--- src/design/lralu_pkg.sv ---
// Shared types and constants for the 8/16-bit ALU with a persistent flag register.
// Holds the operation codes, the beat structs of both channels and the flag struct.
// No dependencies.
package lralu_pkg;

	typedef enum logic [5:0] {
		OP_ADD    = 6'd0,
		OP_ADC    = 6'd1,
		OP_SUB    = 6'd2,
		OP_SBC    = 6'd3,
		OP_AND    = 6'd4,
		OP_XOR    = 6'd5,
		OP_OR     = 6'd6,
		OP_CP     = 6'd7,
		OP_INC8   = 6'd8,
		OP_DEC8   = 6'd9,
		OP_RLCA   = 6'd10,
		OP_RRCA   = 6'd11,
		OP_RLA    = 6'd12,
		OP_RRA    = 6'd13,
		OP_RLC    = 6'd14,
		OP_RRC    = 6'd15,
		OP_RL     = 6'd16,
		OP_RR     = 6'd17,
		OP_SLA    = 6'd18,
		OP_SRA    = 6'd19,
		OP_SWAP   = 6'd20,
		OP_SRL    = 6'd21,
		OP_BIT    = 6'd22,
		OP_RES    = 6'd23,
		OP_SET    = 6'd24,
		OP_DAA    = 6'd25,
		OP_CPL    = 6'd26,
		OP_SCF    = 6'd27,
		OP_CCF    = 6'd28,
		OP_ADD16  = 6'd29,
		OP_ADDSP  = 6'd30,
		OP_INC16  = 6'd31,
		OP_DEC16  = 6'd32
	} op_t;

	localparam logic [7:0] DAA_LOW_ADJ  = 8'h06;
	localparam logic [7:0] DAA_HIGH_ADJ = 8'h60;
	localparam logic [7:0] DAA_BCD_MAX  = 8'h99;
	localparam logic [3:0] DAA_DIGIT_MAX = 4'h9;

	typedef struct packed {
		logic z;
		logic n;
		logic h;
		logic c;
	} flags_t;

	typedef struct packed {
		logic [5:0]  operation;
		logic [15:0] first_operand;
		logic [15:0] second_operand;
		logic [2:0]  bit_index;
	} in_item_t;

	typedef struct packed {
		logic [15:0] result;
		logic        zero_flag;
		logic        subtract_flag;
		logic        half_carry_flag;
		logic        carry_flag;
	} out_item_t;

endpackage

--- src/design/lralu_core.sv ---
// Combinational ALU datapath: one operation against the current flags.
// Produces the written-back value and the new Z, N, H and C flags.
// Depends on lralu_pkg.
module lralu_core (
	input  lralu_pkg::in_item_t  item,
	input  lralu_pkg::flags_t    flags_cur,
	output lralu_pkg::out_item_t res
);

	always_comb begin
		logic [7:0]  a;
		logic [7:0]  b;
		logic [15:0] x;
		logic [15:0] y;
		logic        ci;
		logic        k;
		logic [8:0]  sum9;
		logic [4:0]  nib5;
		logic [8:0]  diff9;
		logic [7:0]  r8;
		logic [15:0] r16;
		logic [16:0] sum17;
		logic [12:0] sum13;
		logic [7:0]  dv;
		logic        dc;
		logic        eight_bit;
		lralu_pkg::flags_t fl;

		a     = item.first_operand[7:0];
		b     = item.second_operand[7:0];
		x     = item.first_operand;
		y     = item.second_operand;
		ci    = flags_cur.c;
		k     = 1'b0;
		sum9  = '0;
		nib5  = '0;
		diff9 = '0;
		r8    = a;
		r16   = x;
		sum17 = '0;
		sum13 = '0;
		dv    = a;
		dc    = ci;
		eight_bit = 1'b0;
		fl    = flags_cur;

		unique case (lralu_pkg::op_t'(item.operation))
			lralu_pkg::OP_ADD, lralu_pkg::OP_ADC: begin
				k = (lralu_pkg::op_t'(item.operation) == lralu_pkg::OP_ADC) ? ci : 1'b0;
				sum9 = {1'b0, a} + {1'b0, b} + {8'b0, k};
				nib5 = {1'b0, a[3:0]} + {1'b0, b[3:0]} + {4'b0, k};
				r8 = sum9[7:0];
				eight_bit = 1'b1;
				fl.z = (r8 == 8'h00);
				fl.n = 1'b0;
				fl.h = nib5[4];
				fl.c = sum9[8];
			end
			lralu_pkg::OP_SUB, lralu_pkg::OP_SBC, lralu_pkg::OP_CP: begin
				k = (lralu_pkg::op_t'(item.operation) == lralu_pkg::OP_SBC) ? ci : 1'b0;
				diff9 = {1'b0, a} - {1'b0, b} - {8'b0, k};
				nib5 = {1'b0, a[3:0]} - {1'b0, b[3:0]} - {4'b0, k};
				r8 = diff9[7:0];
				// Compare only sets flags; the operand comes back untouched.
				eight_bit = (lralu_pkg::op_t'(item.operation) != lralu_pkg::OP_CP);
				fl.z = (diff9[7:0] == 8'h00);
				fl.n = 1'b1;
				fl.h = nib5[4];
				fl.c = diff9[8];
			end
			lralu_pkg::OP_AND: begin
				r8 = a & b;
				eight_bit = 1'b1;
				fl = '{z: (r8 == 8'h00), n: 1'b0, h: 1'b1, c: 1'b0};
			end
			lralu_pkg::OP_XOR: begin
				r8 = a ^ b;
				eight_bit = 1'b1;
				fl = '{z: (r8 == 8'h00), n: 1'b0, h: 1'b0, c: 1'b0};
			end
			lralu_pkg::OP_OR: begin
				r8 = a | b;
				eight_bit = 1'b1;
				fl = '{z: (r8 == 8'h00), n: 1'b0, h: 1'b0, c: 1'b0};
			end
			lralu_pkg::OP_INC8: begin
				r8 = a + 8'd1;
				eight_bit = 1'b1;
				fl.z = (r8 == 8'h00);
				fl.n = 1'b0;
				fl.h = (r8[3:0] == 4'h0);
			end
			lralu_pkg::OP_DEC8: begin
				r8 = a - 8'd1;
				eight_bit = 1'b1;
				fl.z = (r8 == 8'h00);
				fl.n = 1'b1;
				fl.h = (a[3:0] == 4'h0);
			end
			lralu_pkg::OP_RLCA, lralu_pkg::OP_RLC: begin
				r8 = {a[6:0], a[7]};
				eight_bit = 1'b1;
				fl = '{z: 1'b0, n: 1'b0, h: 1'b0, c: a[7]};
				if (lralu_pkg::op_t'(item.operation) == lralu_pkg::OP_RLC) begin
					fl.z = (r8 == 8'h00);
				end
			end
			lralu_pkg::OP_RRCA, lralu_pkg::OP_RRC: begin
				r8 = {a[0], a[7:1]};
				eight_bit = 1'b1;
				fl = '{z: 1'b0, n: 1'b0, h: 1'b0, c: a[0]};
				if (lralu_pkg::op_t'(item.operation) == lralu_pkg::OP_RRC) begin
					fl.z = (r8 == 8'h00);
				end
			end
			lralu_pkg::OP_RLA, lralu_pkg::OP_RL: begin
				r8 = {a[6:0], ci};
				eight_bit = 1'b1;
				fl = '{z: 1'b0, n: 1'b0, h: 1'b0, c: a[7]};
				if (lralu_pkg::op_t'(item.operation) == lralu_pkg::OP_RL) begin
					fl.z = (r8 == 8'h00);
				end
			end
			lralu_pkg::OP_RRA, lralu_pkg::OP_RR: begin
				r8 = {ci, a[7:1]};
				eight_bit = 1'b1;
				fl = '{z: 1'b0, n: 1'b0, h: 1'b0, c: a[0]};
				if (lralu_pkg::op_t'(item.operation) == lralu_pkg::OP_RR) begin
					fl.z = (r8 == 8'h00);
				end
			end
			lralu_pkg::OP_SLA: begin
				r8 = {a[6:0], 1'b0};
				eight_bit = 1'b1;
				fl = '{z: (r8 == 8'h00), n: 1'b0, h: 1'b0, c: a[7]};
			end
			lralu_pkg::OP_SRA: begin
				r8 = {a[7], a[7:1]};
				eight_bit = 1'b1;
				fl = '{z: (r8 == 8'h00), n: 1'b0, h: 1'b0, c: a[0]};
			end
			lralu_pkg::OP_SRL: begin
				r8 = {1'b0, a[7:1]};
				eight_bit = 1'b1;
				fl = '{z: (r8 == 8'h00), n: 1'b0, h: 1'b0, c: a[0]};
			end
			lralu_pkg::OP_SWAP: begin
				r8 = {a[3:0], a[7:4]};
				eight_bit = 1'b1;
				fl = '{z: (r8 == 8'h00), n: 1'b0, h: 1'b0, c: 1'b0};
			end
			lralu_pkg::OP_BIT: begin
				fl.z = ~a[item.bit_index];
				fl.n = 1'b0;
				fl.h = 1'b1;
			end
			lralu_pkg::OP_RES: begin
				r8 = a;
				r8[item.bit_index] = 1'b0;
				eight_bit = 1'b1;
			end
			lralu_pkg::OP_SET: begin
				r8 = a;
				r8[item.bit_index] = 1'b1;
				eight_bit = 1'b1;
			end
			lralu_pkg::OP_DAA: begin
				// After a subtract the carry is kept and only the recorded
				// adjustments are taken back out.
				if (flags_cur.n) begin
					dv = a - (flags_cur.c ? lralu_pkg::DAA_HIGH_ADJ : 8'h00)
						- (flags_cur.h ? lralu_pkg::DAA_LOW_ADJ : 8'h00);
					dc = flags_cur.c;
				end else begin
					dc = flags_cur.c || (a > lralu_pkg::DAA_BCD_MAX);
					dv = a + (dc ? lralu_pkg::DAA_HIGH_ADJ : 8'h00)
						+ ((flags_cur.h || (a[3:0] > lralu_pkg::DAA_DIGIT_MAX))
							? lralu_pkg::DAA_LOW_ADJ : 8'h00);
				end
				r8 = dv;
				eight_bit = 1'b1;
				fl.z = (dv == 8'h00);
				fl.h = 1'b0;
				fl.c = dc;
			end
			lralu_pkg::OP_CPL: begin
				r8 = ~a;
				eight_bit = 1'b1;
				fl.n = 1'b1;
				fl.h = 1'b1;
			end
			lralu_pkg::OP_SCF: begin
				fl.n = 1'b0;
				fl.h = 1'b0;
				fl.c = 1'b1;
			end
			lralu_pkg::OP_CCF: begin
				fl.n = 1'b0;
				fl.h = 1'b0;
				fl.c = ~flags_cur.c;
			end
			lralu_pkg::OP_ADD16: begin
				sum17 = {1'b0, x} + {1'b0, y};
				sum13 = {1'b0, x[11:0]} + {1'b0, y[11:0]};
				r16 = sum17[15:0];
				fl.n = 1'b0;
				fl.h = sum13[12];
				fl.c = sum17[16];
			end
			lralu_pkg::OP_ADDSP: begin
				// H and C come from the unsigned low-byte add of the raw byte; Z and N are cleared.
				r16 = x + {{8{b[7]}}, b};
				sum9 = {1'b0, x[7:0]} + {1'b0, b};
				nib5 = {1'b0, x[3:0]} + {1'b0, b[3:0]};
				fl = '{z: 1'b0, n: 1'b0, h: nib5[4], c: sum9[8]};
			end
			lralu_pkg::OP_INC16: begin
				r16 = x + 16'd1;
			end
			lralu_pkg::OP_DEC16: begin
				r16 = x - 16'd1;
			end
			default: begin
				r16 = x;
			end
		endcase

		res.result          = eight_bit ? {8'h00, r8} : r16;
		res.zero_flag       = fl.z;
		res.subtract_flag   = fl.n;
		res.half_carry_flag = fl.h;
		res.carry_flag      = fl.c;
	end

endmodule

--- src/design/cpu_alu_with_flags_unit.sv ---
// ALU with Z/N/H/C flag register. An accepted op beat passes through the input register,
// then the result register, before its res beat; one beat per cycle is sustained while the
// res channel does not stall, since the flags feed back through one short combinational pass.
// Reset clears both valid bits and the flag register to zero.
// Depends on lralu_pkg and lralu_core.
module cpu_alu_with_flags_unit (
	input  logic                  clk,
	input  logic                  arst_n,
	input  logic                  op_valid,
	output logic                  op_ready,
	input  lralu_pkg::in_item_t   op,
	output logic                  res_valid,
	input  logic                  res_ready,
	output lralu_pkg::out_item_t  res
);

	logic                  valid_s1;
	lralu_pkg::in_item_t   item_s1;
	logic                  valid_s2;
	lralu_pkg::out_item_t  item_s2;
	lralu_pkg::flags_t     flags_q;
	lralu_pkg::out_item_t  core_res;
	logic                  advance;

	lralu_core u_core (
		.item      (item_s1),
		.flags_cur (flags_q),
		.res       (core_res)
	);

	// The input stage moves on whenever the result register is empty or drained.
	assign advance  = !valid_s2 || res_ready;
	assign op_ready = !valid_s1 || advance;

	always_ff @(posedge clk or negedge arst_n) begin
		if (!arst_n) begin
			valid_s1 <= 1'b0;
			valid_s2 <= 1'b0;
			flags_q  <= '0;
		end else begin
			if (op_ready) begin
				valid_s1 <= op_valid;
			end
			if (advance) begin
				valid_s2 <= valid_s1;
			end
			if (advance && valid_s1) begin
				flags_q <= '{z: core_res.zero_flag, n: core_res.subtract_flag,
					h: core_res.half_carry_flag, c: core_res.carry_flag};
			end
		end
	end

	always_ff @(posedge clk) begin
		if (op_valid && op_ready) begin
			item_s1 <= op;
		end
		if (advance && valid_s1) begin
			item_s2 <= core_res;
		end
	end

	assign res_valid = valid_s2;
	assign res       = item_s2;

endmodule
--- config.mk ---
export PLATFORM = sky130hd
export DESIGN_NAME = cpu_alu_with_flags_unit
export DESIGN_NICKNAME = d
export VERILOG_FILES = /design/src/design/lralu_pkg.sv /design/src/design/lralu_core.sv /design/src/design/cpu_alu_with_flags_unit.sv
export SDC_FILE = /design/constraint.sdc
export NUM_CORES = 1
export LEC_CHECK = 0
export BUFFER_PORTS_ARGS = -buffer_cell sky130_fd_sc_hd__buf_2
export CAP_MARGIN = 20
export CORE_MARGIN = 2
export CORE_UTILIZATION = 42
export CTS_BUF_LIST = sky130_fd_sc_hd__clkbuf_4
export CTS_CLUSTER_DIAMETER = 30
export CTS_CLUSTER_SIZE = 20
export DETAILED_ROUTE_END_ITERATION = 10
export MAX_ROUTING_LAYER = met4
export PLACE_DENSITY = 0.58
export RECOVER_POWER = 50
export SKIP_LAST_GASP = 1
export SYNTH_ARGS = -nofsm -noshare
export SYNTH_HDL_FRONTEND = slang
export SYNTH_SLANG_ARGS = --single-unit
--- constraint.sdc ---
create_clock -name clk -period 4.08 [get_ports clk]
set_input_delay 0.612 -clock clk [delete_from_list [all_inputs] [get_ports clk]]
set_output_delay 0.612 -clock clk [all_outputs]
set_load 0.005 [all_outputs]
==> metrics.cfg <==
[route]
via_per_inst=6.34
drc=0
via_count=7492
met3_length_mm=2.94
first_pass_iters=5
ant_nets=0
routed_wl_mm=27.8
met1_length_mm=12.2
wl_per_cell_microns=23.5
route.met2.wl_mm=11.7
maxUsedRoutingLayer=met4
drtIter0Drc=976

[critical_path]
worstSetupEndpointType=flop
crit_end=res[19]
critPathKind=reg2reg
cp_max_fo=4
path_cells=inv_1 -> nand4_1 -> or4_1 -> ha_1 -> nor2_1 -> nor2_1 -> ha_1 -> a2111o_1 -> or2_2 -> o211ai_1 -> buf_4 -> nand2_1 -> a31oi_1 -> xnor2_1 -> o221ai_1
cp_slowest_cell=or4_1
worstRegToRegCells=15
path_depth=15
startpoint_type=flop
r2r-end=res[19]
max_stage_delay_ns=0.53
cp_data_required_time_ns=4.28
reg2reg_from=item_s1[3]
crit_arrival_ns=4.11
worst_path_dominant_cell_family=simple AND/OR/NAND/NOR gates
critPathLaunch=item_s1[3]
crit_buf_inv=2
ff2ff_setup_slack_ns=0.18

[clocking]
clk_latency_ns=0.49
cts_root_buf=clkbuf_4
clock_path_buffers=2
cts_buffers=9
clock_sinks=67
htree_num_levels=3
clk_pin_slew_ns=0.13
cts_tree=done

[status]
failed_checks=max-capacitance violations, max-slew violations
outcome=complete, but fails checks

[global_route]
grt_first_pass_wirelength_mm=42.2
antenna_found_initial=1
grt_pass1_vias=7040
grt_max_degree=42
grt-ovfl-total=0
grt.total_usage=0.295

[sta]
slew_headroom=-0.339
finalCritPeriodShare=0.957
min_period_ns=3.90
setup_ws_ns=0.176
slew_violations=64
rsz0062_at_grt=true
setup-violations-final=0
fin_worst_skew_ns=0.0229
whs_ns=0.294
hold_viol=0
fmax_mhz=256
worst_pin_slew_ns=2.01

[final_layout]
layout.cell_area.non_filler_sq_um=8390
nets=1072
syn_to_final_growth_pct=10.8
layout-drive-gt1-share=0.164
instances_no_fill=1182

[die]
fp.dieW_microns=138
die_area_sq_um=19100
num_rows=49
core_area_sq_um=17800
io_pins=67
initial_utilization=0.424
die_h_microns=138

[power_and_ir_drop]
power_w=0.00250
vdd_drop_max_uv=158
p_sw_frac=0.414
seqPwrFrac=0.352
clkPwrFrac=0.201
p_leak_nw=3.35
cellInternalPower_w=0.00147
combPwrFrac=0.447
switchingPower_w=0.00104
p_per_area_nw_per_um2=298

[logic_synthesis]
ys_seq_area_frac=0.262
avgSynthCellArea_sq_um=8.60
syn_area_sq_um=7570
synth_warnings=0
synth_fp_nets=1005
ys_seq_elements=67
async_flop_share=0.0896
synth_edf_count=61
ys_types=97
netlist_instances=880
synth_top_flop_cell=edfxtp_1

[hold_path]
hold_depth=1
hp-class=in2reg

[placement]
place_ws_ns=0.156
hpwl_mm=21.0
portBuffers=66
gp_congestion=1.03
placed_cell_area_sq_um=8230
dp_cells=1162

[run]
max_cap_viol_count=2

## synthesized netlist by cell type (all sizes together) (21+ instances only)
master	n	area, sq um
nand2	56	210
inv	39	146
xnor2	33	297
buf	28	175
nor2	87	337
ha	75	938
a21oi	62	318
nor3	26	163
edfxtp	61	1830
o21ai	35	175
nand3	21	105
clkbuf	26	98.8
## power by group through the flow
stage | Sequential, W | Clock (W) | Combinational, W
final | 0.000882 | 0.000502 | 0.00112
after global routing | 0.000891 | 0.000549 | 0.00121
after CTS | 0.000882 | 0.000522 | 0.00109
after detailed placement | 0.000897 | 0 | 0.00108
after global placement | 0.000896 | 0 | 0.00108
after floorplan | 0.000879 | 0 | 0.000748
## metrics by stage
step / utilization / setup TNS, ns
after global routing: 0.470 / -0.0183
after global placement: 0.461 / 0
after floorplan: - / 0
final: 0.470 / 0
after detailed placement: 0.461 / 0
after CTS: 0.470 / 0
## kinds of logic (layout without fill, tap and decap cells)
group / count (synthesis) / after routing / synth area share
adder cells (fa/ha/maj): 80 / 80 / 0.137
flip-flops: 67 / 67 / 0.262
AND/OR/NAND/NOR: 302 / 302 / 0.210
buffers and inverters: 94 / 166 / 0.0560
AO/OA/AOI/OAI: 277 / 277 / 0.262
XOR/XNOR: 51 / 51 / 0.0610
other: 0 / 1 / 0
multiplexers: 9 / 9 / 0.0122
## worst min-delay path by stage
stage,startpoint,endpoint,slack (ns)
2_1_floorplan,arst_n,flags_q[0],0.32
3_3_place_gp,arst_n,flags_q[2],0.45
3_5_place_dp,arst_n,flags_q[2],0.46
4_1_cts,op[2],item_s1[2],0.28
5_1_grt,op[15],item_s1[15],0.28
6_report,op[2],item_s1[2],0.29
## what timing repair did
item	4_1_cts	5_1_grt
endpoints found under the setup margin	0	3
buffers inserted	0	1
gates resized for setup	0	1
endpoints found under the hold margin	6	0
hold buffers	1	0
## routing by layer
layer | GRT usage | up-vias
met1 | 0.410 | 3464
met2 | 0.421 | 452
li1 | - | 3498
met3 | 0.0658 | 78
met5 | - | -
met4 | 0.107 | 0
## placed cells by master (no fill, tap or decap), types with 10 or more instances in the layout
cell | netlist | routed
nand4_1 | 18 | 18
nand2b_1 | 13 | 13
o21ai_0 | 34 | 33
buf_2 | 20 | 62
o211ai_1 | 11 | 11
xor2_1 | 17 | 17
a211oi_1 | 11 | 11
nand3_1 | 21 | 21
ha_1 | 75 | 75
clkbuf_4 | 0 | 12
nor3_1 | 22 | 22
a31oi_1 | 17 | 17
inv_1 | 39 | 39
nor2b_1 | 11 | 11
xnor2_1 | 32 | 32
nor2_1 | 85 | 85
nor4_1 | 10 | 10
nand2_1 | 56 | 56
buf_4 | 2 | 41
a21oi_1 | 60 | 60
a21o_1 | 16 | 16
and3_1 | 10 | 10
edfxtp_1 | 61 | 61
## sequential cells by signal (all words and copies together) (netlist names)
name,count
flags_q,4
item_s1,41
res,20
res_valid,1
valid_s1,1
## cell type report
class | count | area, sq um
clock inverters | 4 | 51.3
repair buffers | 110 | 651
multi-input cells | 719 | 5180
clock buffers | 12 | 90.1
well taps | 229 | 287
diodes | 1 | 2.50
inverters | 40 | 150
flip-flops and latches | 67 | 1980
fillers | 1742 | 9450
No activity file was read; power rests on OpenSTA's default activity.
